`config.mk`:
```
export PLATFORM = sky130hd
export DESIGN_NAME = tacho_period_smoother_rpm
export DESIGN_NICKNAME = d
export VERILOG_FILES = /design/src/design/tps_pkg.sv /design/src/design/tacho_period_smoother_rpm.sv
export VERILOG_INCLUDE_DIRS = /design/src /design/src/design
export SDC_FILE = /design/constraint.sdc
export NUM_CORES = 1
export LEC_CHECK = 0
export BUFFER_PORTS_ARGS = -buffer_cell sky130_fd_sc_hd__buf_2
export CAP_MARGIN = 25
export CORE_MARGIN = 3
export CORE_UTILIZATION = 55
export DETAILED_ROUTE_END_ITERATION = 8
export GPL_TIMING_DRIVEN = 0
export PLACE_DENSITY = 0.73
export SYNTH_ARGS = -nofsm -noshare
export SYNTH_HDL_FRONTEND = slang
export SYNTH_SLANG_ARGS = --single-unit
```
`constraint.sdc`:
```
create_clock -name clk -period 16.3 [get_ports clk]
set_clock_uncertainty 0.05 [all_clocks]
set_input_delay 3.26 -clock clk [delete_from_list [all_inputs] [get_ports clk]]
set_output_delay 3.26 -clock clk [all_outputs]
set_load 0.01 [all_outputs]
```
`src/design/tacho_period_smoother_rpm_macros.svh`:
```
// Assertion macros for the tachometer period smoother.
`ifndef TACHO_PERIOD_SMOOTHER_RPM_MACROS_SVH
`define TACHO_PERIOD_SMOOTHER_RPM_MACROS_SVH

// The consequent must hold in the same cycle as the antecedent.
`define TPS_ASSERT_SAME(label, ante, cons, msg) \
	label: assert property (@(posedge clk) disable iff (!arst_n) (ante) |-> (cons)) \
		else $error(msg);

// The consequent must hold in the cycle after the antecedent.
`define TPS_ASSERT_NEXT(label, ante, cons, msg) \
	label: assert property (@(posedge clk) disable iff (!arst_n) (ante) |=> (cons)) \
		else $error(msg);

`endif

```
`src/design/tps_pkg.sv`:
```
// Shared constants for the tachometer period smoother.
`default_nettype none
package tps_pkg;
	localparam int PERIOD_WIDTH = 16;
	localparam int OUT_PER_W    = 16;
	localparam int IN_PER_W     = 16;
	localparam int WEIGHT_W     = 8;
	localparam int SCALE_W      = 32;
	localparam int RPM_W        = 32;
	localparam int WSUM_W       = WEIGHT_W + 1;
	localparam int PROD_W       = PERIOD_WIDTH + WEIGHT_W;
	localparam int ACC_W        = PROD_W + 1;
	localparam int NUM_W        = (ACC_W > SCALE_W) ? ACC_W : SCALE_W;
	localparam int DEN_W        = (PERIOD_WIDTH > WSUM_W) ? PERIOD_WIDTH : WSUM_W;
	localparam int CNT_W        = $clog2(NUM_W);
	localparam int CFG_IDX_W    = 2;

	localparam logic [CFG_IDX_W-1:0] CFG_OLD_WEIGHT = 2'd0;
	localparam logic [CFG_IDX_W-1:0] CFG_NEW_WEIGHT = 2'd1;
	localparam logic [CFG_IDX_W-1:0] CFG_RPM_SCALE  = 2'd2;

	localparam logic [WEIGHT_W-1:0] OLD_WEIGHT_RST = 8'd3;
	localparam logic [WEIGHT_W-1:0] NEW_WEIGHT_RST = 8'd1;
	localparam logic [SCALE_W-1:0]  RPM_SCALE_RST  = 32'd60000000;

	localparam logic OP_CAPTURE  = 1'b0;
	localparam logic OP_OVERFLOW = 1'b1;
endpackage
`default_nettype wire

```
`src/design/tacho_period_smoother_rpm.sv`:
```
// Top level of the tachometer period smoother with RPM output.
//
//   Channel   Signals                                   Direction
//   in        in_valid, in_ready, opcode, period        into block
//   out       out_valid, out_ready, smoothed_period, rpm out of block
//   cfg       cfg_valid, cfg_ready, cfg_index, cfg_data  into block
//
// A capture passes from the accepting cycle through the multiply states MUL1 and MUL2,
// the divide for the average in DIV1, the divide for the RPM in DIV2 and the result load.
// A zero weight sum skips to the RPM division; an overflow goes straight to the load.
// One restoring divider, one bit per cycle, serves both divisions.
// The result register frees the input side: a new item is taken once the
// previous result is loaded, and loading waits while the result is not taken.
// Reset restores the register defaults and clears the average.
`default_nettype none
`include "tacho_period_smoother_rpm_macros.svh"
module tacho_period_smoother_rpm
	import tps_pkg::*;
(
	input  wire logic                 clk,
	input  wire logic                 arst_n,
	input  wire logic                 in_valid,
	output logic                      in_ready,
	input  wire logic                 opcode,
	input  wire logic [IN_PER_W-1:0]  period,
	output logic                      out_valid,
	input  wire logic                 out_ready,
	output logic [OUT_PER_W-1:0]      smoothed_period,
	output logic [RPM_W-1:0]          rpm,
	input  wire logic                 cfg_valid,
	output logic                      cfg_ready,
	input  wire logic [CFG_IDX_W-1:0] cfg_index,
	input  wire logic [SCALE_W-1:0]   cfg_data
);
	localparam logic [2:0] ST_IDLE = 3'd0;
	localparam logic [2:0] ST_MUL1 = 3'd1;
	localparam logic [2:0] ST_MUL2 = 3'd2;
	localparam logic [2:0] ST_DIV1 = 3'd3;
	localparam logic [2:0] ST_DIV2 = 3'd4;
	localparam logic [2:0] ST_OUT  = 3'd5;

	logic [2:0]              state_q;
	logic [WEIGHT_W-1:0]     old_weight_q;
	logic [WEIGHT_W-1:0]     new_weight_q;
	logic [SCALE_W-1:0]      rpm_scale_q;
	logic [PERIOD_WIDTH-1:0] avg_q;
	logic [PERIOD_WIDTH-1:0] per_q;
	logic [ACC_W-1:0]        acc_q;
	logic [NUM_W-1:0]        num_q;
	logic [DEN_W-1:0]        rem_q;
	logic [DEN_W-1:0]        den_q;
	logic [CNT_W-1:0]        cnt_q;
	logic                    out_valid_q;
	logic [OUT_PER_W-1:0]    out_per_q;
	logic [RPM_W-1:0]        out_rpm_q;

	logic                    in_acc;
	logic [WSUM_W-1:0]       wsum;
	logic [PERIOD_WIDTH-1:0] mul_a;
	logic [WEIGHT_W-1:0]     mul_b;
	logic [PROD_W-1:0]       prod;
	logic [DEN_W:0]          rem_sh;
	logic [DEN_W+1:0]        diff;
	logic                    borrow;
	logic                    div_last;
	logic                    out_free;

	assign in_ready  = (state_q == ST_IDLE);
	assign in_acc    = in_valid && in_ready;
	assign cfg_ready = 1'b1;
	assign wsum      = WSUM_W'(old_weight_q) + WSUM_W'(new_weight_q);

	assign mul_a = (state_q == ST_MUL1) ? avg_q : per_q;
	assign mul_b = (state_q == ST_MUL1) ? old_weight_q : new_weight_q;
	assign prod  = PROD_W'(mul_a) * PROD_W'(mul_b);

	assign rem_sh   = {rem_q, num_q[NUM_W-1]};
	assign diff     = {1'b0, rem_sh} - {2'b00, den_q};
	assign borrow   = diff[DEN_W+1];
	assign div_last = (cnt_q == CNT_W'(NUM_W - 1));
	assign out_free = !out_valid_q || out_ready;

	always_ff @(posedge clk or negedge arst_n) begin
		if (!arst_n) begin
			old_weight_q <= OLD_WEIGHT_RST;
			new_weight_q <= NEW_WEIGHT_RST;
			rpm_scale_q  <= RPM_SCALE_RST;
		end else if (cfg_valid && cfg_ready) begin
			unique case (cfg_index)
				CFG_OLD_WEIGHT: old_weight_q <= cfg_data[WEIGHT_W-1:0];
				CFG_NEW_WEIGHT: new_weight_q <= cfg_data[WEIGHT_W-1:0];
				CFG_RPM_SCALE:  rpm_scale_q  <= cfg_data;
				default: ;
			endcase
		end
	end

	always_ff @(posedge clk or negedge arst_n) begin
		if (!arst_n) begin
			state_q     <= ST_IDLE;
			avg_q       <= '0;
			per_q       <= '0;
			acc_q       <= '0;
			num_q       <= '0;
			rem_q       <= '0;
			den_q       <= '0;
			cnt_q       <= '0;
			out_valid_q <= 1'b0;
			out_per_q   <= '0;
			out_rpm_q   <= '0;
		end else begin
			if (out_valid_q && out_ready && (state_q != ST_OUT)) begin
				out_valid_q <= 1'b0;
			end
			unique case (state_q)
				ST_IDLE: begin
					if (in_acc) begin
						if (opcode == OP_OVERFLOW) begin
							avg_q   <= '0;
							state_q <= ST_OUT;
						end else if (wsum == '0) begin
							num_q   <= NUM_W'(rpm_scale_q);
							den_q   <= DEN_W'(avg_q);
							rem_q   <= '0;
							cnt_q   <= '0;
							state_q <= ST_DIV2;
						end else begin
							per_q   <= PERIOD_WIDTH'(period);
							state_q <= ST_MUL1;
						end
					end
				end
				ST_MUL1: begin
					acc_q   <= ACC_W'(prod);
					state_q <= ST_MUL2;
				end
				ST_MUL2: begin
					num_q   <= NUM_W'(acc_q + ACC_W'(prod));
					den_q   <= DEN_W'(wsum);
					rem_q   <= '0;
					cnt_q   <= '0;
					state_q <= ST_DIV1;
				end
				ST_DIV1, ST_DIV2: begin
					if (!div_last) begin
						num_q <= {num_q[NUM_W-2:0], !borrow};
						rem_q <= borrow ? rem_sh[DEN_W-1:0] : diff[DEN_W-1:0];
						cnt_q <= cnt_q + 1'b1;
					end else if (state_q == ST_DIV1) begin
						// The last quotient bit completes the new average.
						avg_q   <= PERIOD_WIDTH'({num_q[NUM_W-2:0], !borrow});
						num_q   <= NUM_W'(rpm_scale_q);
						den_q   <= DEN_W'({num_q[NUM_W-2:0], !borrow});
						rem_q   <= '0;
						cnt_q   <= '0;
						state_q <= ST_DIV2;
					end else begin
						num_q   <= {num_q[NUM_W-2:0], !borrow};
						state_q <= ST_OUT;
					end
				end
				ST_OUT: begin
					if (out_free) begin
						out_valid_q <= 1'b1;
						out_per_q   <= OUT_PER_W'(avg_q);
						out_rpm_q   <= (avg_q == '0) ? '0 : RPM_W'(num_q);
						state_q     <= ST_IDLE;
					end
				end
				default: state_q <= ST_IDLE;
			endcase
		end
	end

	assign out_valid       = out_valid_q;
	assign smoothed_period = out_per_q;
	assign rpm             = out_rpm_q;

	`TPS_ASSERT_NEXT(a_busy_after_accept, in_acc, !in_ready,
		"Sequencer stayed idle after taking an item.")
	`TPS_ASSERT_NEXT(a_overflow_clears, in_acc && (opcode == OP_OVERFLOW), avg_q == '0,
		"Overflow event did not clear the average.")
	`TPS_ASSERT_SAME(a_zero_period_rpm, out_valid && (smoothed_period == '0), rpm == '0,
		"Nonzero RPM reported for a zero period.")
endmodule
`default_nettype wire

```
==> results of run 1 <==
## through the flow
stage | cells | hold slack, ns | utilization [%] | cell area [sq um] | setup slack (ns)
2_1_floorplan | 1671 | 0.393 | - | 16000 | 8.61
3_3_place_gp | 2154 | 0.414 | 60.2 | 17000 | 6.97
3_5_place_dp | 2155 | 0.423 | 60.3 | 17000 | 6.86
4_1_cts | 2201 | 0.437 | 63.3 | 17900 | 6.84
5_1_grt | 2203 | 0.463 | 63.4 | 17900 | 6.19
6_report | 2203 | 0.432 | 63.4 | 17900 | 6.77
## worst reg2reg max path: cells and delay by family (launching register included)
kind                       cells  cell delay (ns)
xor gates and xnor gates       2             0.40
AOI/OAI and AO/OA             10             2.32
muxes                          1             0.42
buffers and inverters          6             1.62
and+or+nand+nor                6             1.40
DFF                            1             0.34
adders and majority gates      6             2.84
## synth_stat cells, types with 22 or more instances
| library cell | instances | area [sq um] |
|---|---|---|
| mux2i_1 | 34 | 340 |
| nand2b_1 | 25 | 156 |
| ha_1 | 94 | 1180 |
| mux2_2 | 100 | 1130 |
| fa_1 | 87 | 1740 |
| inv_1 | 129 | 484 |
| xnor2_1 | 39 | 342 |
| a22o_1 | 37 | 324 |
| o21ai_0 | 86 | 430 |
| a21oi_1 | 82 | 410 |
| nand2_1 | 193 | 724 |
| nor2_1 | 171 | 642 |
| o211ai_1 | 22 | 165 |
| dfrtp_1 | 212 | 5310 |
| nand3_1 | 25 | 125 |
| clkbuf_1 | 62 | 233 |
## sequential cells by signal, summed over array words and instances (netlist names)
register         count
acc_q               24
old_weight_q         8
state_q              3
rpm                 32
rem_q               16
per_q               16
avg_q               16
rpm_scale_q         32
den_q               16
new_weight_q         8
num_q               32
smoothed_period     16
out_valid            1
cnt_q                5
## routing by layer
layer	track usage (%)	routed length, microns	vias to the layer above
met3	3.81	2810	90
li1	-	-	6107
met5	0	0	-
met1	38.4	18300	6669
met4	10.3	1630	0
met2	48.5	21500	519
## layout by cell type, fill, tap and decap left out, drive strengths merged, types with 11 or more instances in the layout
cell	synthesis	layout
nand3	25	25
nor2	171	171
or2	12	12
a22oi	14	14
o21ai	86	86
a22o	37	37
a21oi	83	83
dfrtp	212	212
nand2	193	193
buf	13	121
xnor2	39	39
a222oi	21	21
ha	94	94
o211ai	22	22
fa	87	87
xor2	13	13
dfstp	13	13
a21o	21	21
mux2	100	100
clkbuf	62	98
and2	11	11
a31oi	13	13
nor2b	12	12
inv	129	131
nand2b	25	25
nor3	16	16
mux2i	34	34
## cell families after synthesis
logic type / count (synthesis)
AOI/OAI and AO/OA: 376
xor gates and xnor gates: 52
DFF: 225
buffers and inverters: 204
adders and majority gates: 181
muxes: 134
and+or+nand+nor: 498
other: 1
## cell type report
type	count	area share, %
Buffer	75	1.66
Clock buffer	36	4.00
Clock inverter	10	0.755
Inverter	129	2.70
Multi-Input combinational cell	1242	53.5
Sequential cell	225	31.5
Tap cell	378	2.64
Timing Repair Buffer	108	3.23
## worst paths after layout
check / start / end / slack [ns] / depth (start not counted)
max: state_q[0] / num_q[23] / 6.77 / 31
min: cnt_q[3] / cnt_q[3] / 0.43 / 1
max reg2reg: state_q[0] / num_q[23] / 6.77 / 31
min reg2reg: cnt_q[3] / cnt_q[3] / 0.43 / 1
max in group asynchronous: arst_n / num_q[5] / 12.43 / 2
min in group asynchronous: arst_n / rem_q[13] / 2.73 / 1
==> impl_metrics.csv, run 1 <==
group,metric,value,unit
floorplanning,die_area,31200,sq um
placement,gp_routability_congestion,0.916,
worst_setup_path,nature_of_the_critical_path_startpoint,"flop",
logic_synthesis,synth_area_in_adders,18.2,%
logic_synthesis,synth_mux_area_share,9.17,%
worst_setup_path,critical_path_arrival,9.87,ns
logic_synthesis,avgSynthCellArea,9.57,sq um
global_route,grt_max_degree,117,
final_layout,diodes,0,
clocking,cts_sink_count,225,
status,run_status,"finished, final reports clean",
run,max_cap_violations,0,
logic_synthesis,synth_cell_types,65,
floorplanning,die_y,177,microns
final_layout,seq_area,5650,sq um
detailed_routing,routed-via-count,13400,
worst_setup_path,critPathRequiredTime,16.63,ns
clocking,clk_path_buf_depth,3,
timing,rsz0062_at_grt,"no",
global_route,grt_antenna_before_repair,0,
clocking,cts_hold_buffers,0,
timing,setup-tns-final,0,ns
logic_synthesis,main_combinational_cell_family_by_area_after_synthesis,"adder cells",
timing,final_min_period_over_clock_period,58.5,%
detailed_routing,route.detailed.vias_per_inst,6.08,
logic_synthesis,netlist_area,16000,sq um
worst_setup_path,crit_path_end_kind,"flop",
timing,worst-slew-pin-transition,1.06,ns
timing,fmaxAchievable,0.105,GHz
worst_setup_path,cp_common_cell,"fa_1",
worst_setup_path,critical-path-max-stage-delay,0.60,ns
final_layout,drive_above_1_share,15.9,%
detailed_routing,drtIter0Drc,1178,
detailed_routing,route.final.wire_length,44200,microns
floorplanning,design.core.area,28200,sq um
floorplanning,initial_core_utilization,56.6,%
global_route,grt.overflow.total,0,
detailed_routing,route.antenna.remaining_nets,0,
worst_setup_path,worstPathBufferInverterCount,6,
worst_setup_path,worst_path_max_delay_cell,"clkbuf_1",
detailed_routing,avgRoutedWirePerCell,20.1,microns
timing,period_minus_slack,9.53,ns
global_route,grt_usage,28.8,%
hold_path,min-delay-path-class,"flop to flop",
logic_synthesis,ys_seq_area_share,35.3,%
floorplanning,die_w,177,microns
placement,portBuffers,105,
clocking,ctsRootBufferMaster,"clkbuf_16",
clocking,cts_repair_resize_count,0,
global_route,grt_pass1_wl,71500,microns
logic_synthesis,synth_area_in_compound_gates,16.0,%
detailed_routing,drt_pass1_iterations,6,
detailed_routing,drc_violations_left,0,
logic_synthesis,ys.flop_type,"dfrtp_1",
worst_setup_path,cp_max_fo,10,
clocking,later_pin_clock_latency_in_the_skew_report,0.52,ns
final_layout,synthToLayoutAreaGrowth,11.9,%
timing,slew_violations,0,
worst_setup_path,path_delay_family,"adder cells",
global_route,first_global_vias,13400,
clocking,worst_setup_hold_path_clk_slew,0.06,ns
timing,final_hold_viol_count,0,
clocking,ctsHtreeMaxLevel,1,
timing,final-setup-viol-count,0,
floorplanning,num_io_pins,107,
logic_synthesis,asyncSetResetFlopFracSynth,100,%
clocking,total_clock_buffers_created_by_cts,25,
logic_synthesis,synth_xor_xnor_area_share,2.85,%
final_layout,fill_cells,2354,
logic_synthesis,synth_simple_gate_area_share,13.6,%
logic_synthesis,mappedNetlistNets,1908,
floorplanning,placementRows,61,
logic_synthesis,synth_enable_flop_cells,0,
logic_synthesis,synth_cells,1671,
logic_synthesis,synth-seq-cells,225,
final_layout,area_of_the_multi_input_gates,9570,sq um
logic_synthesis,number_of_warnings_issued_by_yosys,0,
final_layout,nNetsFinal,2043,
placement,dp.final_hpwl,34000,microns
worst_setup_path,critPathKind,"flop to flop",
clocking,cts_setup_buffers,0,
clocking,cts_tree,"done",
timing,relSlewSlack,27.6,%
Power of run 1 is not shown: default switching activity piles up to over one toggle a cycle in this logic, so the estimate is an artifact.
==> inputs of run 2 (changes only) <==
Settings changed: ABC_AREA set to 1, PLACE_DENSITY 0.73 to 0.76.
Clock period 16.3 ns to 8.67 ns, I/O delays scaled along.
==> impl_metrics.csv, run 2 <==
group,metric,value,unit
status,run_status,"finished, final reports clean",
detailed_routing,routed-via-count,16300,
hold_path,min-delay-path-class,"flop to flop",
logic_synthesis,ys.flop_type,"dfrtp_1",
logic_synthesis,synth_cells,2383,
global_route,grt-busiest-layer,"met2",
detailed_routing,avgRoutedWirePerCell,17.3,microns
logic_synthesis,synth_area_in_adders,16.7,%
worst_setup_path,worst_path_max_delay_cell,"fa_1",
placement,placedInstanceArea,18500,sq um
timing,final_hold_viol_count,0,
worst_setup_path,crit-reg2reg-launch,"state_q[0]",
logic_synthesis,ys_seq_area_share,32.4,%
logic_synthesis,synth_most_common_cell,"nand2_1",
logic_synthesis,synth.largest_area_cell,"dfrtp_1",
hold_path,worstHoldStart,"den_q[11]",
final_layout,synthToLayoutAreaGrowth,11.3,%
final_layout,fill_cells,2800,
floorplanning,die_y,184,microns
power_and_ir_drop,power.switching,1.20,mW
logic_synthesis,main_combinational_cell_family_by_area_after_synthesis,"simple AND/OR/NAND/NOR gates",
power_and_ir_drop,peakVddDrop,0.159,mV
clocking,cts_setup_buffers,0,
placement,dp.final_hpwl,40000,microns
timing,worst-slew-pin-transition,0.893,ns
logic_synthesis,synth.top_cells.by_count,"nand2_1, inv_1, dfrtp_1, nor2_1, nand3_1",
floorplanning,die_w,184,microns
clocking,cts_tree,"done",
final_layout,most-common-layout-cells,"nand2_1, inv_1, dfrtp_1",
worst_setup_path,critical-path-max-stage-delay,0.58,ns
logic_synthesis,synth_xor_xnor_area_share,1.31,%
timing,final-setup-viol-count,0,
clocking,ctsHtreeMaxLevel,1,
global_route,first_global_vias,16200,
worst_setup_path,nature_of_the_critical_path_startpoint,"flop",
detailed_routing,drt_pass1_iterations,6,
power_and_ir_drop,pwr-share-clk,33.9,%
final_layout,drive_above_1_share,11.2,%
global_route,grt_usage,30.5,%
logic_synthesis,avgSynthCellArea,7.32,sq um
clocking,later_pin_clock_latency_in_the_skew_report,0.52,ns
worst_setup_path,cp_max_fo,10,
global_route,grt_max_degree,125,
global_route,grtUsageMet2,48.2,%
detailed_routing,route.antenna.remaining_nets,0,
logic_synthesis,synth.top_cell.area_share,30.4,%
detailed_routing,drc_violations_left,0,
logic_synthesis,mappedNetlistNets,2620,
clocking,cts_sink_count,225,
worst_setup_path,end_of_the_critical_path,"num_q[19]",
worst_setup_path,ff2ff_setup_slack,1.05,ns
timing,relSlewSlack,40.2,%
global_route,grt_antenna_before_repair,0,
clocking,ctsRootBufferMaster,"clkbuf_16",
run,max_cap_violations,0,
final_layout,nNetsFinal,2753,
logic_synthesis,asyncSetResetFlopFracSynth,100,%
global_route,globalRouteMet1Util,44.0,%
timing,setup-tns-final,0,ns
timing,slew_violations,0,
timing,period_minus_slack,7.62,ns
global_route,grt.overflow.total,0,
worst_setup_path,cp_common_cell,"nand2_1",
placement,gp_routability_congestion,0.944,
logic_synthesis,number_of_warnings_issued_by_yosys,0,
logic_synthesis,synth_simple_gate_area_share,29.9,%
detailed_routing,route.final.wire_length,50700,microns
floorplanning,placementRows,64,
power_and_ir_drop,seqPwrFrac,37.4,%
timing,rsz0062_at_grt,"no",
final_layout,most_common_cell_after_layout_fill_and_taps_aside,"nand2_1",
clocking,cts_repair_resize_count,0,
logic_synthesis,synth_area_in_compound_gates,9.35,%
worst_setup_path,r2r-end,"num_q[19]",
worst_setup_path,critPathRequiredTime,9.03,ns
logic_synthesis,netlist_area,17400,sq um
worst_setup_path,critical_path_arrival,7.98,ns
clocking,cts_hold_buffers,0,
power_and_ir_drop,power_report.internal_total,2.28,mW
worst_setup_path,worstRegToRegCells,35,
clocking,total_clock_buffers_created_by_cts,24,
logic_synthesis,synth_mux_area_share,0.258,%
floorplanning,die_area,33900,sq um
clocking,clk_path_buf_depth,3,
global_route,global_route.usage.met3,4.91,%
final_layout,diodes,0,
detailed_routing,drtIter0Drc,1578,
clocking,worst_setup_hold_path_clk_slew,0.07,ns
global_route,grt_pass1_wl,83400,microns
final_layout,layout.cell_area.non_filler,19400,sq um
power_and_ir_drop,p_sw_share,34.5,%
logic_synthesis,synth-seq-cells,225,
floorplanning,num_io_pins,107,
floorplanning,initial_core_utilization,56.4,%
worst_setup_path,crit_path_end_kind,"flop",
logic_synthesis,synth_cell_types,55,
worst_setup_path,timing.critical_path.from,"state_q[0]",
logic_synthesis,synth_enable_flop_cells,0,
placement,portBuffers,105,
logic_synthesis,yosys-top-cells-area,"dfrtp_1, nand2_1, fa_1",
power_and_ir_drop,power.static_leakage,11.0,nW
worst_setup_path,critPathKind,"flop to flop",
power_and_ir_drop,combPwrFrac,28.7,%
timing,fmaxAchievable,0.131,GHz
floorplanning,design.core.area,30900,sq um
timing,final_min_period_over_clock_period,87.9,%
detailed_routing,route.detailed.vias_per_inst,5.56,
power_and_ir_drop,power_per_unit_of_standard_cell_area,179,nW/um^2
==> run 2: cell types whose count changed after synthesis, moves of 31 or more <==
cell      change
nand4_1      +31
mux2i_1      -34
clkbuf_1     -34
nand3_1     +147
mux2_2       -96
a22o_1       -36
nand2_1     +587
inv_1       +204
xnor2_1      -32
==> run 2: cells by family after synthesis <==
kind of cell / after synthesis
and+or+nand+nor: 1243
buffers and inverters: 429
AOI/OAI and AO/OA: 274
DFF: 225
adders and majority gates: 181
xor gates and xnor gates: 26
muxes: 4
other: 1
==> run 2: worst max-delay path: cells and delay by family, from the launching register on <==
kind / cells / cell delay [ns]
adders and majority gates: 6 / 2.82
buffers and inverters: 7 / 0.67
and+or+nand+nor: 18 / 2.28
AOI/OAI and AO/OA: 4 / 1.25
DFF: 1 / 0.43
==> run 2: how the worst min path moves through the flow <==
stage | end | slack [ns] | depth (start not counted)
2_1_floorplan | per_q[8] | 0.38 | 2
3_3_place_gp | den_q[10] | 0.41 | 2
3_5_place_dp | rpm[18] | 0.41 | 2
4_1_cts | rpm[25] | 0.43 | 2
5_1_grt | smoothed_period[0] | 0.44 | 2
6_report | den_q[11] | 0.43 | 2
==> run 2: power groups by stage <==
stage / registers [mW] / logic (mW) / clock network, mW
2_1_floorplan: 1.28 / 0.734 / 0
3_3_place_gp: 1.31 / 0.955 / 0
3_5_place_dp: 1.31 / 0.981 / 0
4_1_cts: 1.30 / 0.988 / 1.19
5_1_grt: 1.32 / 1.14 / 1.23
6_report: 1.30 / 0.997 / 1.18
==> run 2: area by class of cell <==
class	count	area (sq um)	share of cell area, %
Inverter	354	1330	6.87
Buffer	75	418	2.15
Clock buffer	28	657	3.39
Multi-Input combinational cell	1729	10000	51.7
Timing Repair Buffer	107	568	2.93
Sequential cell	225	5650	29.1
Clock inverter	15	248	1.28
Tap cell	396	495	2.55
==> run 2: per-layer routing <==
metal / part of all wire, % / vias up / wire [microns]
met1: 45 / 7765 / 22800
met3: 7.5 / 108 / 3800
met4: 2.8 / 0 / 1410
met5: 0 / - / 0
met2: 45 / 646 / 22600
li1: - / 7768 / -
==> run 2: per-stage QoR <==
stage / std cells / power, mW / hold WS [ns] / util (%) / setup slack (ns)
floorplan: 2383 / 2.02 / 0.384 / - / 2.37
global placement: 2884 / 2.26 / 0.409 / 59.7 / 1.28
detailed placement: 2885 / 2.30 / 0.411 / 59.8 / 1.22
CTS: 2928 / 3.48 / 0.431 / 62.8 / 1.16
global route: 2929 / 3.69 / 0.445 / 62.8 / 0.509
finish: 2929 / 3.48 / 0.426 / 62.8 / 1.05
No activity file was read; power rests on OpenSTA's default activity.
